==> config.mk <==
export PLATFORM = sky130hd
export DESIGN_NAME = sha512_fifo
export DESIGN_NICKNAME = d
export VERILOG_FILES = /design/src/rtl/sha512_pkg.sv /design/src/rtl/sha512_fifo.sv
export SDC_FILE = /design/constraint.sdc
export NUM_CORES = 1
export LEC_CHECK = 0
export BUFFER_PORTS_ARGS = -buffer_cell sky130_fd_sc_hd__buf_2
export CAP_MARGIN = 0
export CORE_MARGIN = 2
export CORE_UTILIZATION = 40
export DETAILED_ROUTE_END_ITERATION = 6
export MAX_ROUTING_LAYER = met4
export SLEW_MARGIN = 20
export SYNTH_ARGS = -nofsm -noshare
export SYNTH_HDL_FRONTEND = slang
export SYNTH_SLANG_ARGS = --single-unit
==> constraint.sdc <==
create_clock -name i_clk -period 3.06 [get_ports i_clk]
set_clock_uncertainty 0.1 [all_clocks]
set_input_delay 0.153 -clock i_clk [delete_from_list [all_inputs] [get_ports i_clk]]
set_output_delay 0.153 -clock i_clk [all_outputs]
set_load 0.005 [all_outputs]
==> src/rtl/sha512_pkg.sv <==
// ----------------------------------------------------------------------------
// SHA-512 hash core package
// Shared types, state encodings and the round and start-value constants.
// ----------------------------------------------------------------------------
package sha512_pkg;

    typedef struct packed {
        logic [63:0] word;
        logic        final_word;
    } t_qword;

    typedef enum logic [0:0] {
        FRONT_DATA,
        FRONT_PAD
    } t_front_state;

    typedef enum logic [1:0] {
        BACK_LOAD,
        BACK_ROUND,
        BACK_ADD,
        BACK_OUT
    } t_back_state;

    localparam int QUEUE_DEPTH = 4;
    localparam int QUEUE_AW    = 2;
    localparam int ROUNDS      = 80;

    function automatic logic [63:0] start_value(input logic mode, input logic [2:0] idx);
        logic [63:0] v;
        v = 64'h0;
        if (!mode) begin
            case (idx)
                3'd0: v = 64'h6a09e667f3bcc908;
                3'd1: v = 64'hbb67ae8584caa73b;
                3'd2: v = 64'h3c6ef372fe94f82b;
                3'd3: v = 64'ha54ff53a5f1d36f1;
                3'd4: v = 64'h510e527fade682d1;
                3'd5: v = 64'h9b05688c2b3e6c1f;
                3'd6: v = 64'h1f83d9abfb41bd6b;
                3'd7: v = 64'h5be0cd19137e2179;
                default: v = 64'h0;
            endcase
        end else begin
            case (idx)
                3'd0: v = 64'hcbbb9d5dc1059ed8;
                3'd1: v = 64'h629a292a367cd507;
                3'd2: v = 64'h9159015a3070dd17;
                3'd3: v = 64'h152fecd8f70e5939;
                3'd4: v = 64'h67332667ffc00b31;
                3'd5: v = 64'h8eb44a8768581511;
                3'd6: v = 64'hdb0c2e0d64f98fa7;
                3'd7: v = 64'h47b5481dbefa4fa4;
                default: v = 64'h0;
            endcase
        end
        return v;
    endfunction

    function automatic logic [63:0] round_k(input logic [6:0] i);
        logic [63:0] k;
        k = 64'h0;
        case (i)
            7'd0:  k = 64'h428a2f98d728ae22;  7'd1:  k = 64'h7137449123ef65cd;
            7'd2:  k = 64'hb5c0fbcfec4d3b2f;  7'd3:  k = 64'he9b5dba58189dbbc;
            7'd4:  k = 64'h3956c25bf348b538;  7'd5:  k = 64'h59f111f1b605d019;
            7'd6:  k = 64'h923f82a4af194f9b;  7'd7:  k = 64'hab1c5ed5da6d8118;
            7'd8:  k = 64'hd807aa98a3030242;  7'd9:  k = 64'h12835b0145706fbe;
            7'd10: k = 64'h243185be4ee4b28c;  7'd11: k = 64'h550c7dc3d5ffb4e2;
            7'd12: k = 64'h72be5d74f27b896f;  7'd13: k = 64'h80deb1fe3b1696b1;
            7'd14: k = 64'h9bdc06a725c71235;  7'd15: k = 64'hc19bf174cf692694;
            7'd16: k = 64'he49b69c19ef14ad2;  7'd17: k = 64'hefbe4786384f25e3;
            7'd18: k = 64'h0fc19dc68b8cd5b5;  7'd19: k = 64'h240ca1cc77ac9c65;
            7'd20: k = 64'h2de92c6f592b0275;  7'd21: k = 64'h4a7484aa6ea6e483;
            7'd22: k = 64'h5cb0a9dcbd41fbd4;  7'd23: k = 64'h76f988da831153b5;
            7'd24: k = 64'h983e5152ee66dfab;  7'd25: k = 64'ha831c66d2db43210;
            7'd26: k = 64'hb00327c898fb213f;  7'd27: k = 64'hbf597fc7beef0ee4;
            7'd28: k = 64'hc6e00bf33da88fc2;  7'd29: k = 64'hd5a79147930aa725;
            7'd30: k = 64'h06ca6351e003826f;  7'd31: k = 64'h142929670a0e6e70;
            7'd32: k = 64'h27b70a8546d22ffc;  7'd33: k = 64'h2e1b21385c26c926;
            7'd34: k = 64'h4d2c6dfc5ac42aed;  7'd35: k = 64'h53380d139d95b3df;
            7'd36: k = 64'h650a73548baf63de;  7'd37: k = 64'h766a0abb3c77b2a8;
            7'd38: k = 64'h81c2c92e47edaee6;  7'd39: k = 64'h92722c851482353b;
            7'd40: k = 64'ha2bfe8a14cf10364;  7'd41: k = 64'ha81a664bbc423001;
            7'd42: k = 64'hc24b8b70d0f89791;  7'd43: k = 64'hc76c51a30654be30;
            7'd44: k = 64'hd192e819d6ef5218;  7'd45: k = 64'hd69906245565a910;
            7'd46: k = 64'hf40e35855771202a;  7'd47: k = 64'h106aa07032bbd1b8;
            7'd48: k = 64'h19a4c116b8d2d0c8;  7'd49: k = 64'h1e376c085141ab53;
            7'd50: k = 64'h2748774cdf8eeb99;  7'd51: k = 64'h34b0bcb5e19b48a8;
            7'd52: k = 64'h391c0cb3c5c95a63;  7'd53: k = 64'h4ed8aa4ae3418acb;
            7'd54: k = 64'h5b9cca4f7763e373;  7'd55: k = 64'h682e6ff3d6b2b8a3;
            7'd56: k = 64'h748f82ee5defb2fc;  7'd57: k = 64'h78a5636f43172f60;
            7'd58: k = 64'h84c87814a1f0ab72;  7'd59: k = 64'h8cc702081a6439ec;
            7'd60: k = 64'h90befffa23631e28;  7'd61: k = 64'ha4506cebde82bde9;
            7'd62: k = 64'hbef9a3f7b2c67915;  7'd63: k = 64'hc67178f2e372532b;
            7'd64: k = 64'hca273eceea26619c;  7'd65: k = 64'hd186b8c721c0c207;
            7'd66: k = 64'heada7dd6cde0eb1e;  7'd67: k = 64'hf57d4f7fee6ed178;
            7'd68: k = 64'h06f067aa72176fba;  7'd69: k = 64'h0a637dc5a2c898a6;
            7'd70: k = 64'h113f9804bef90dae;  7'd71: k = 64'h1b710b35131c471b;
            7'd72: k = 64'h28db77f523047d84;  7'd73: k = 64'h32caab7b40c72493;
            7'd74: k = 64'h3c9ebe0a15c9bebc;  7'd75: k = 64'h431d67c49c100d4c;
            7'd76: k = 64'h4cc5d4becb3e42b6;  7'd77: k = 64'h597f299cfc657e2a;
            7'd78: k = 64'h5fcb6fab3ad6faec;  7'd79: k = 64'h6c44198c4a475817;
            default: k = 64'h0;
        endcase
        return k;
    endfunction

    function automatic logic [63:0] rotr64(input logic [63:0] x, input int n);
        return (x >> n) | (x << (64 - n));
    endfunction

endpackage

==> src/rtl/sha512_fifo.sv <==
// ----------------------------------------------------------------------------
// SHA-512 word queue
// Small queue of padded message words between the front end and the rounds.
// ----------------------------------------------------------------------------
module sha512_fifo (
    input  logic               i_clk,
    input  logic               i_rst_n,
    input  logic               i_clear,
    input  logic               i_push,
    input  sha512_pkg::t_qword i_qword,
    output logic               o_full,
    input  logic               i_pop,
    output sha512_pkg::t_qword o_qword,
    output logic               o_empty
);
    import sha512_pkg::*;

    t_qword              mem [QUEUE_DEPTH];
    logic [QUEUE_AW-1:0] r_wr, r_rd;
    logic [QUEUE_AW:0]   r_cnt;

    assign o_full  = (r_cnt == (QUEUE_AW+1)'(QUEUE_DEPTH));
    assign o_empty = (r_cnt == '0);
    assign o_qword = mem[r_rd];

    always_ff @(posedge i_clk) begin
        if (i_push && !o_full) begin
            mem[r_wr] <= i_qword;
        end
    end

    always_ff @(posedge i_clk) begin
        if (!i_rst_n || i_clear) begin
            r_wr  <= '0;
            r_rd  <= '0;
            r_cnt <= '0;
        end else begin
            if (i_push && !o_full) begin
                r_wr <= r_wr + 1'b1;
            end
            if (i_pop && !o_empty) begin
                r_rd <= r_rd + 1'b1;
            end
            r_cnt <= r_cnt + (QUEUE_AW+1)'(i_push && !o_full)
                           - (QUEUE_AW+1)'(i_pop && !o_empty);
        end
    end

endmodule

==> reports/qor.yml, run 1 <==
clocking:
  cts_sinks: 269
  postCtsSetupBuffers: 0
  clk_pin_slew_ps: 60
  cts_root_buf: "clkbuf_16"
  htreeDepth: 1
  cts_tree: "done"
  hold_buffers: 72
  clockBufferDepth: 3
  insertion_delay_ps: 510
  cts_inserted_buffers: 27
  ctsResizeCount: 0
finish:
  drive_gt1_frac: 0.401
  syn2layout_area_growth_pct: 28.0
  fin_nets: 697
  antenna_cells: 0
synthesis:
  synth_enable_flop_cells: 260
  netlist_instances: 391
  synth_compound_area_frac: 0.00470
  synth_top_family_by_area: "multiplexers"
  synth_xor_area_frac: 0.00178
  yosysSeqAreaShare: 0.811
  yosysUniqueCellTypes: 28
  ys.flop_type: "edfxtp_1"
  syn_avg_cell_area_um2: 25.2
  yosys.area_share.simple: 0.0125
  ys_async_sr_fraction: 0
  synth_mux_area_frac: 0.149
  synth_nets: 468
  syn_area_um2: 9840
  yosysWarnings: 0
  synthAdderAreaFrac: 0.00966
  ys_seq_elements: 269
timing:
  maxSlewViolCount: 0
  whs_ps: 286
  finalSetupTns_ps: 0
  finalSetupViolations: 0
  tightest_slew_ps: 573
  relSlewSlack: 0.618
  grt_setup_unrepaired: "no"
  min_period_ps: 2530
  clock.fmax_mhz: 395
  hold_viol_final: 0
  period_share: 0.827
hold_path:
  min_path_type: "in2reg"
run_status:
  status: "completed"
routing:
  dr.pass1.iters: 4
  vias: 4790
  drt_iter0_drc: 271
  wire_per_inst_um: 19.0
  remaining_drc_errors: 0
  drt-total-wl_um: 18300
  ant_nets: 0
  vias_per_cell: 4.96
critical_path:
  required_ps: 2810
  end_kind: "output port"
  startpoint_type: "flip-flop"
  crit_fanout: 19
  crit_type: "reg2out"
  critical_path_arrival_ps: 2280
floorplanning:
  die_h_um: 161
  io_pins: 137
  start_util: 0.406
  core-area_um2: 24200
  die-area_um2: 25900
  num_rows: 57
  die-width_um: 161
run:
  maxCapViolations: 0
grt:
  grt_pass1_wl_um: 28300
  grt_pass1_vias: 5193
  grt_max_degree: 35
  antenna_found_initial: 0
  grt.total_usage: 0.145
  grt-ovfl-total: 0
power_and_ir_drop:
  p_leak_nw: 4.26
  ir_drop_mv: 0.537
  p_per_area_nw_per_um2: 628
placed_design:
  dpl.hpwl_um: 10600
  port_buffers: 136
  gp_congestion: 0.720
## cells in the final DEF (no fill, tap or decap), types with 3 or more instances in the layout
master,instances
edfxtp_1,260
clkinv_2,8
buf_2,136
clkbuf_1,6
dfxtp_1,7
clkinv_1,4
o21ai_0,3
and3_4,4
inv_1,7
clkbuf_16,27
dlygate4sd3_1,72
mux4_2,65
ha_1,6
buf_12,6
bufinv_16,4
## logic make-up (layout without fill, tap and decap cells)
family	Yosys count	after routing
DFF	269	269
muxes	65	65
buffers and inverters	22	272
and+or+nand+nor	19	19
adders and majority gates	7	7
AOI/OAI and AO/OA	7	7
xor gates and xnor gates	2	2
## cells in the mapped netlist, drive strengths merged, types with 2 or more instances
| cell | n | area share |
|---|---|---|
| a21oi | 2 | 0.0010 |
| and2 | 3 | 0.0022 |
| and3 | 4 | 0.0031 |
| buf | 12 | 0.0074 |
| clkbuf | 3 | 0.0013 |
| dfxtp | 9 | 0.018 |
| edfxtp | 260 | 0.79 |
| ha | 6 | 0.0076 |
| inv | 7 | 0.0027 |
| mux4 | 65 | 0.15 |
| nand2 | 2 | 0.00076 |
| nor2b | 2 | 0.0013 |
| o21ai | 3 | 0.0015 |
| xnor2 | 2 | 0.0018 |
## flip-flops by register name, summed over array words and instances (netlist names), named ones only
| signal | flops |
|---|---|
| r_cnt | 3 |
| r_wr | 2 |
| r_rd | 2 |
| mem | 260 |
## where the power goes
| group | internal, mW | total [mW] | switching (mW) |
|---|---|---|---|
| clock network | 1.96 | 3.24 | 1.28 |
| registers | 4.15 | 4.18 | 0.0293 |
| logic | 0.267 | 0.492 | 0.225 |
## final timing paths
check / start / end / slack [ps] / cells past startpoint
hold / removal: i_qword[31] / mem[3][31] / 290 / 2
hold reg to reg: r_rd[1] / flip-flop / 410 / 2
setup / recovery: flip-flop / o_qword[20] / 530 / 3
setup reg to reg: r_cnt[2] / r_cnt[2] / 560 / 10
## per-layer routing
metal  global-route usage  wire, µm
met3               0.0310      1120
met5                    -         0
met2                0.234      8900
met1                0.193      8030
met4               0.0300       246
## worst max-delay path: stages (launching register included)
cell and delay, ps:
dfxtp_4 620, buf_4 390, mux4_2 580, buf_2 150
## cell type report
class	count	area (µm²)
clock buffer	33	698
sequential	269	8000
clock inverter	17	184
multi-input combinational	100	1760
fill	1929	11600
timing repair buffer	215	1530
tap	324	405
inverter	7	26.3
## per-stage QoR
step	total power [mW]	setup slack, ps	area [µm²]	instances	util
after global placement	4.67	703	11000	843	0.453
after detailed placement	4.69	578	11000	843	0.453
final	7.92	530	12600	965	0.520
after floorplan	4.46	791	9840	391	-
after CTS	8.02	440	12600	965	0.520
after global routing	8.21	350	12600	965	0.520
(Power assumes the default switching activity.)
==> run 2, diff against run 1 <==
==> constraint.sdc (replaced) <==
create_clock -name i_clk -period 2.1 [get_ports i_clk]
set_clock_uncertainty 0.1 [all_clocks]
set_input_delay 0.105 -clock i_clk [delete_from_list [all_inputs] [get_ports i_clk]]
set_output_delay 0.105 -clock i_clk [all_outputs]
set_load 0.005 [all_outputs]
==> run 2 against run 1 <==
Effect of this change: the flow now finishes with violations (negative setup slack); first-iteration DRC count decreased by 3.7%; sequential share of layout area decreased by 1.9 points; clock power increased by 42%; critical endpoint is now r_cnt[2]; sequential cell count unchanged.
==> reports/qor.yml, run 2 (synthesis results as in run 1) <==
finish:
  syn2layout_area_growth_pct: 31.9
  final_common_cell: "edfxtp_1"
  final_cell_mix: "edfxtp_1, buf_2, dlygate4sd3_1, mux4_2, clkbuf_16"
  antenna_cells: 0  # unchanged
  fin_nets: 720  # +3.3%
  instances_no_fill: 987  # +2.3%
  fillCellCount: 1950  # +1.1%
  top_register: "mem"
  drive_gt1_frac: 0.439  # +0.0380
  largest_registers: "mem x260, r_cnt x3"
  largest_register_ffs: 260  # unchanged
power_and_ir_drop:
  power.total_mw: 11.5  # +45%
  p_leak_nw: 4.43  # +3.9%
  p_per_area_nw_per_um2: 886  # +41%
  ir_drop_mv: 0.583  # +8.5%
clocking:
  cts_root_buf: "clkbuf_16"
  insertion_delay_ps: 510  # about the same
  cts_tree: "done"
  htreeDepth: 1  # unchanged
  cts_inserted_buffers: 27  # unchanged
  clockBufferDepth: 3  # unchanged
  clk_pin_slew_ps: 60  # about the same
  cts_sinks: 269  # unchanged
grt:
  grt_max_degree: 66  # +89%
  grt_pass1_vias: 5404  # +4.1%
  antenna_found_initial: 0  # unchanged
  grt_pass1_wl_um: 29400  # +3.6%
  grt.total_usage: 0.150  # +0.00539
  grt-ovfl-total: 0  # unchanged
timing:
  period_share: 1.04
  hold_viol_final: 0  # unchanged
  grt_setup_unrepaired: "yes"
  finalSetupViolations: 22  # +22
  clock.fmax_mhz: 460
  finalSetupTns_ps: -459  # -459 ps
  relSlewSlack: 0.351  # -0.267
  fin_ws_ps: -74.4  # -604 ps
  maxSlewViolCount: 0  # unchanged
  whs_ps: 244  # -42.6 ps
  tightest_slew_ps: 974  # +401 ps
  min_period_ps: 2170
critical_path:
  crit_fanout: 3  # -16
  required_ps: 2400  # -410 ps
  critical_path_arrival_ps: 2470  # +190 ps
  worstReg2RegEnd: "r_cnt[2]"
  crit_type: "reg2reg"
  reg2reg_depth: 10  # unchanged
  r2r_slack_ps: -70  # -630 ps
  startpoint_type: "flip-flop"
  timing.rr.start: "r_cnt[0]"
  end_kind: "flip-flop"
hold_path:
  holdPathEnd: "mem[3][20]"
  min_path_type: "in2reg"
  min_delay_path_depth: 2  # unchanged
  hp-start: "i_qword[20]"
run:
  maxCapViolations: 0  # unchanged
placed_design:
  dpl.hpwl_um: 10700  # +0.48%
  port_buffers: 136  # unchanged
  pre_cts_slack_ps: -115  # -693 ps
  placed_cells: 852  # +1.1%
  gp_congestion: 0.708  # -1.6%
floorplanning:
  die_h_um: 161  # unchanged
  die-width_um: 161  # unchanged
  core-area_um2: 24200  # unchanged
  num_rows: 57  # unchanged
  io_pins: 137  # unchanged
  start_util: 0.406  # unchanged
  die-area_um2: 25900  # unchanged
routing:
  ant_nets: 0  # unchanged
  remaining_drc_errors: 0  # unchanged
  vias_per_cell: 4.90  # -1.3%
  wire_per_inst_um: 19.7  # +4.0%
  drt-total-wl_um: 19500  # +6.4%
  drt_iter0_drc: 261  # -3.7%
  dr.pass1.iters: 4  # unchanged
  vias: 4835  # +0.94%
run_status:
  status: "finished, violations left"
  violations: "negative setup slack"
## run 2: power by group
| part | internal (mW) | switching [mW] | total, mW |
|---|---|---|---|
| logic | 0.467 | 0.361 | 0.828 |
| registers | 6.05 | 0.0388 | 6.09 |
| clock network | 2.73 | 1.86 | 4.59 |
## run 2: per-stage QoR
step                      instance area, µm²  utilization
after floorplan                         9870            -
after global placement                 11100        0.459
after detailed placement               11100        0.459
after CTS                              12700        0.525
after global routing                   13000        0.536
final                                  13000        0.536
## run 2: what timing repair did
action	in CTS	in global routing
resized for setup	6	17
pin swaps	7	2
hold buffers	71	0
endpoints found under the setup margin	189	127
gates cloned	0	4
hold endpoints to repair	269	0
buffers inserted	2	8
## run 2: layer usage
layer / wire (µm) / part of all wire / global-route usage
met1: 8190 / 0.42 / 0.187
met2: 9960 / 0.51 / 0.258
met3: 1050 / 0.054 / 0.0292
met4: 264 / 0.014 / 0.0357
met5: 0 / 0 / -
## run 2: cell type report
| class | count | area, µm² | share of cell area |
|---|---|---|---|
| Clock inverter | 15 | 149 | 0.0115 |
| Clock buffer | 34 | 702 | 0.0541 |
| Tap cell | 324 | 405 | 0.0312 |
| Inverter | 7 | 31.3 | 0.00241 |
| Multi-Input combinational cell | 101 | 1810 | 0.140 |
| Timing Repair Buffer | 237 | 1890 | 0.145 |
| Sequential cell | 269 | 8000 | 0.616 |
## run 2: worst max path at each step
stage	cells after the start	end	from
4_1_cts	10	r_cnt[2]	r_cnt[1]
2_1_floorplan	11	r_cnt[2]	r_cnt[2]
3_5_place_dp	9	r_cnt[2]	r_cnt[1]
5_1_grt	10	r_cnt[2]	r_cnt[0]
6_report	10	r_cnt[2]	r_cnt[0]
3_3_place_gp	10	r_cnt[2]	r_cnt[0]
## run 2: critical path, stage by stage, from the launching register on
cell     delay, ps
dfxtp_2        340
or3b_4         400
and2_4         160
inv_4           50
ha_4           120
inv_4           30
ha_4           140
fa_2           350
xnor2_2        150
xnor2_1        150
nor2_1          60
==> run 3, diff against run 2 <==
--- a/config.mk
+++ b/config.mk
@@ -7,6 +7,7 @@
 export LEC_CHECK = 0
 export BUFFER_PORTS_ARGS = -buffer_cell sky130_fd_sc_hd__buf_2
 export CAP_MARGIN = 0
+export CORE_ASPECT_RATIO = 0.5
 export CORE_MARGIN = 2
 export CORE_UTILIZATION = 40
 export DETAILED_ROUTE_END_ITERATION = 6
==> run 3 against run 2 <==
Effect of this change: register-to-register slack gained 70 ps; highest routed layer unchanged; largest power group unchanged; fmax grew 3.2%; largest cell class unchanged; sequential cell count is the same; critical path type unchanged; combinational power grew 1%; the run still ends with negative setup slack left; worst setup slack gained 68 ps.
==> reports/qor.yml, run 3 (synthesis results as in run 1) <==
clocking:
  htreeDepth: 1  # unchanged
  insertion_delay_ps: 510  # about the same
  clk_pin_slew_ps: 60  # about the same
  cts_sinks: 269  # unchanged
  cts_root_buf: "clkbuf_16"
  cts_inserted_buffers: 25  # -7.4%
  clockBufferDepth: 3  # unchanged
  cts_tree: "done"
timing:
  min_period_ps: 2110  # -68.3 ps
  finalSetupViolations: 3  # -86%
  period_share: 1.00  # -0.0325
  hold_viol_final: 0  # unchanged
  whs_ps: 242  # -1.25 ps
  tightest_slew_ps: 457  # -516 ps
  grt_setup_unrepaired: "yes"
  maxSlewViolCount: 0  # unchanged
  relSlewSlack: 0.695  # +0.344
  finalSetupTns_ps: -11.9  # +447 ps
  fin_ws_ps: -6.12  # +68.3 ps
  clock.fmax_mhz: 475  # +3.2%
finish:
  syn2layout_area_growth_pct: 32.2
  drive_gt1_frac: 0.437  # -0.00179
  largest_registers: "mem x260, r_cnt x3"
  top_register: "mem"
  final_common_cell: "edfxtp_1"
  antenna_cells: 0  # unchanged
  largest_register_ffs: 260  # unchanged
  final_area_um2: 13000  # +0.22%
  fin_nets: 727  # +0.97%
  final_cell_mix: "edfxtp_1, buf_2, dlygate4sd3_1, mux4_2, clkbuf_16"
hold_path:
  min_path_type: "in2reg"
grt:
  grt_max_degree: 34  # -48%
  grt_pass1_vias: 5102  # -5.6%
  antenna_found_initial: 0  # unchanged
  grt.total_usage: 0.154  # +0.00332
  grt_pass1_wl_um: 29000  # -1.4%
  grt-ovfl-total: 0  # unchanged
routing:
  remaining_drc_errors: 0  # unchanged
  drt_iter0_drc: 368  # +41%
  wire_per_inst_um: 19.4  # -1.4%
  vias_per_cell: 4.79  # -2.3%
  ant_nets: 0  # unchanged
  vias: 4807  # -0.58%
  dr.pass1.iters: 4  # unchanged
  drt-total-wl_um: 19500  # +0.29%
critical_path:
  critical_path_arrival_ps: 2400  # -70 ps
  crit_fanout: 3  # unchanged
  end_kind: "flip-flop"
  required_ps: 2400  # about the same
  crit_type: "reg2reg"
  startpoint_type: "flip-flop"
power_and_ir_drop:
  ir_drop_mv: 0.475  # -19%
  p_leak_nw: 4.44  # +0.29%
  power.total_mw: 11.3  # -1.8%
  p_per_area_nw_per_um2: 869  # -2.0%
placed_design:
  dpl_cell_area_um2: 11200  # +1.1%
  pre_cts_slack_ps: -56.4  # +58.3 ps
  port_buffers: 136  # unchanged
  dpl.hpwl_um: 11900  # +12%
  gp_congestion: 0.754  # +6.5%
floorplanning:
  io_pins: 137  # unchanged
  num_rows: 40  # -30%
  die_h_um: 115  # -29%
  core-area_um2: 24100  # -0.72%
  die-area_um2: 26000  # +0.29%
  die-width_um: 226  # +40%
  start_util: 0.409  # +0.00295
run_status:
  violations: "negative setup slack"
  status: "finished, violations left"
run:
  maxCapViolations: 0  # unchanged
[run 3: changes by cell type in the layout (fill, tap and decap cells not counted), moves of 2 or more]
| cell | previous run | this run |
|---|---|---|
| buf_4 | 11 | 18 |
| clkinv_1 | 4 | 11 |
| buf_8 | 0 | 5 |
| clkbuf_1 | 7 | 2 |
| clkinv_2 | 7 | 3 |
| clkbuf_16 | 30 | 27 |
| buf_12 | 13 | 11 |
| inv_2 | 0 | 2 |
| inv_4 | 2 | 0 |
[run 3: per-layer routing]
metal  routed length (µm)  vias up  GRT usage
li1                     -     2184          -
met1                 8430     2501      0.206
met2                 9890      102      0.249
met3                  976       20     0.0284
met4                  219        0     0.0336
met5                    0        -          -
[run 3: timing repair]
item                                    in CTS  in global routing
setup buffers                                6                  2
pin swaps                                    5                  0
hold buffers                                71                  0
resized for setup                            8                 21
gates cloned                                 0                  2
endpoints found under the setup margin      58                 56
hold endpoints to repair                   269                  0
[run 3: final cells by class]
cell class	count	area [µm²]
fillers	1864	11100
flip-flops and latches	269	8000
repair buffers	247	1980
multi-input cells	100	1800
clock buffers	27	633
well taps	336	420
clock inverters	18	154
inverters	7	26.3
[run 3: path summary, 6_finish.rpt]
kind                                  from         to  slack [ps]  cells past startpoint
worst min register to register     r_rd[0]  flip-flop         390                      2
worst max register to register    r_cnt[1]   r_cnt[2]          -6                     10
worst min-delay path            i_qword[2]  mem[3][2]         240                      2
worst max-delay path              r_cnt[1]   r_cnt[2]          -6                     10
[run 3: through the flow]
| stage | cells | utilization |
|---|---|---|
| floorplan | 391 | - |
| global placement | 878 | 0.467 |
| detailed placement | 878 | 0.467 |
| CTS | 1000 | 0.533 |
| global route | 1004 | 0.541 |
| finish | 1004 | 0.541 |
[run 3: worst max-delay path, stage by stage (launching register included)]
cell	delay, ps
dfxtp_2	330
or3b_4	390
and2_4	150
inv_2	60
ha_4	120
inv_2	40
ha_4	150
fa_2	340
xnor2_2	140
xnor2_1	130
nor2_1	50
[run 3: report_power, final]
group	total, mW	switching (mW)	internal [mW]
Clock	4.38	1.85	2.53
Combinational	0.839	0.365	0.474
Sequential	6.08	0.0348	6.05
Total	11.3	2.25	9.05
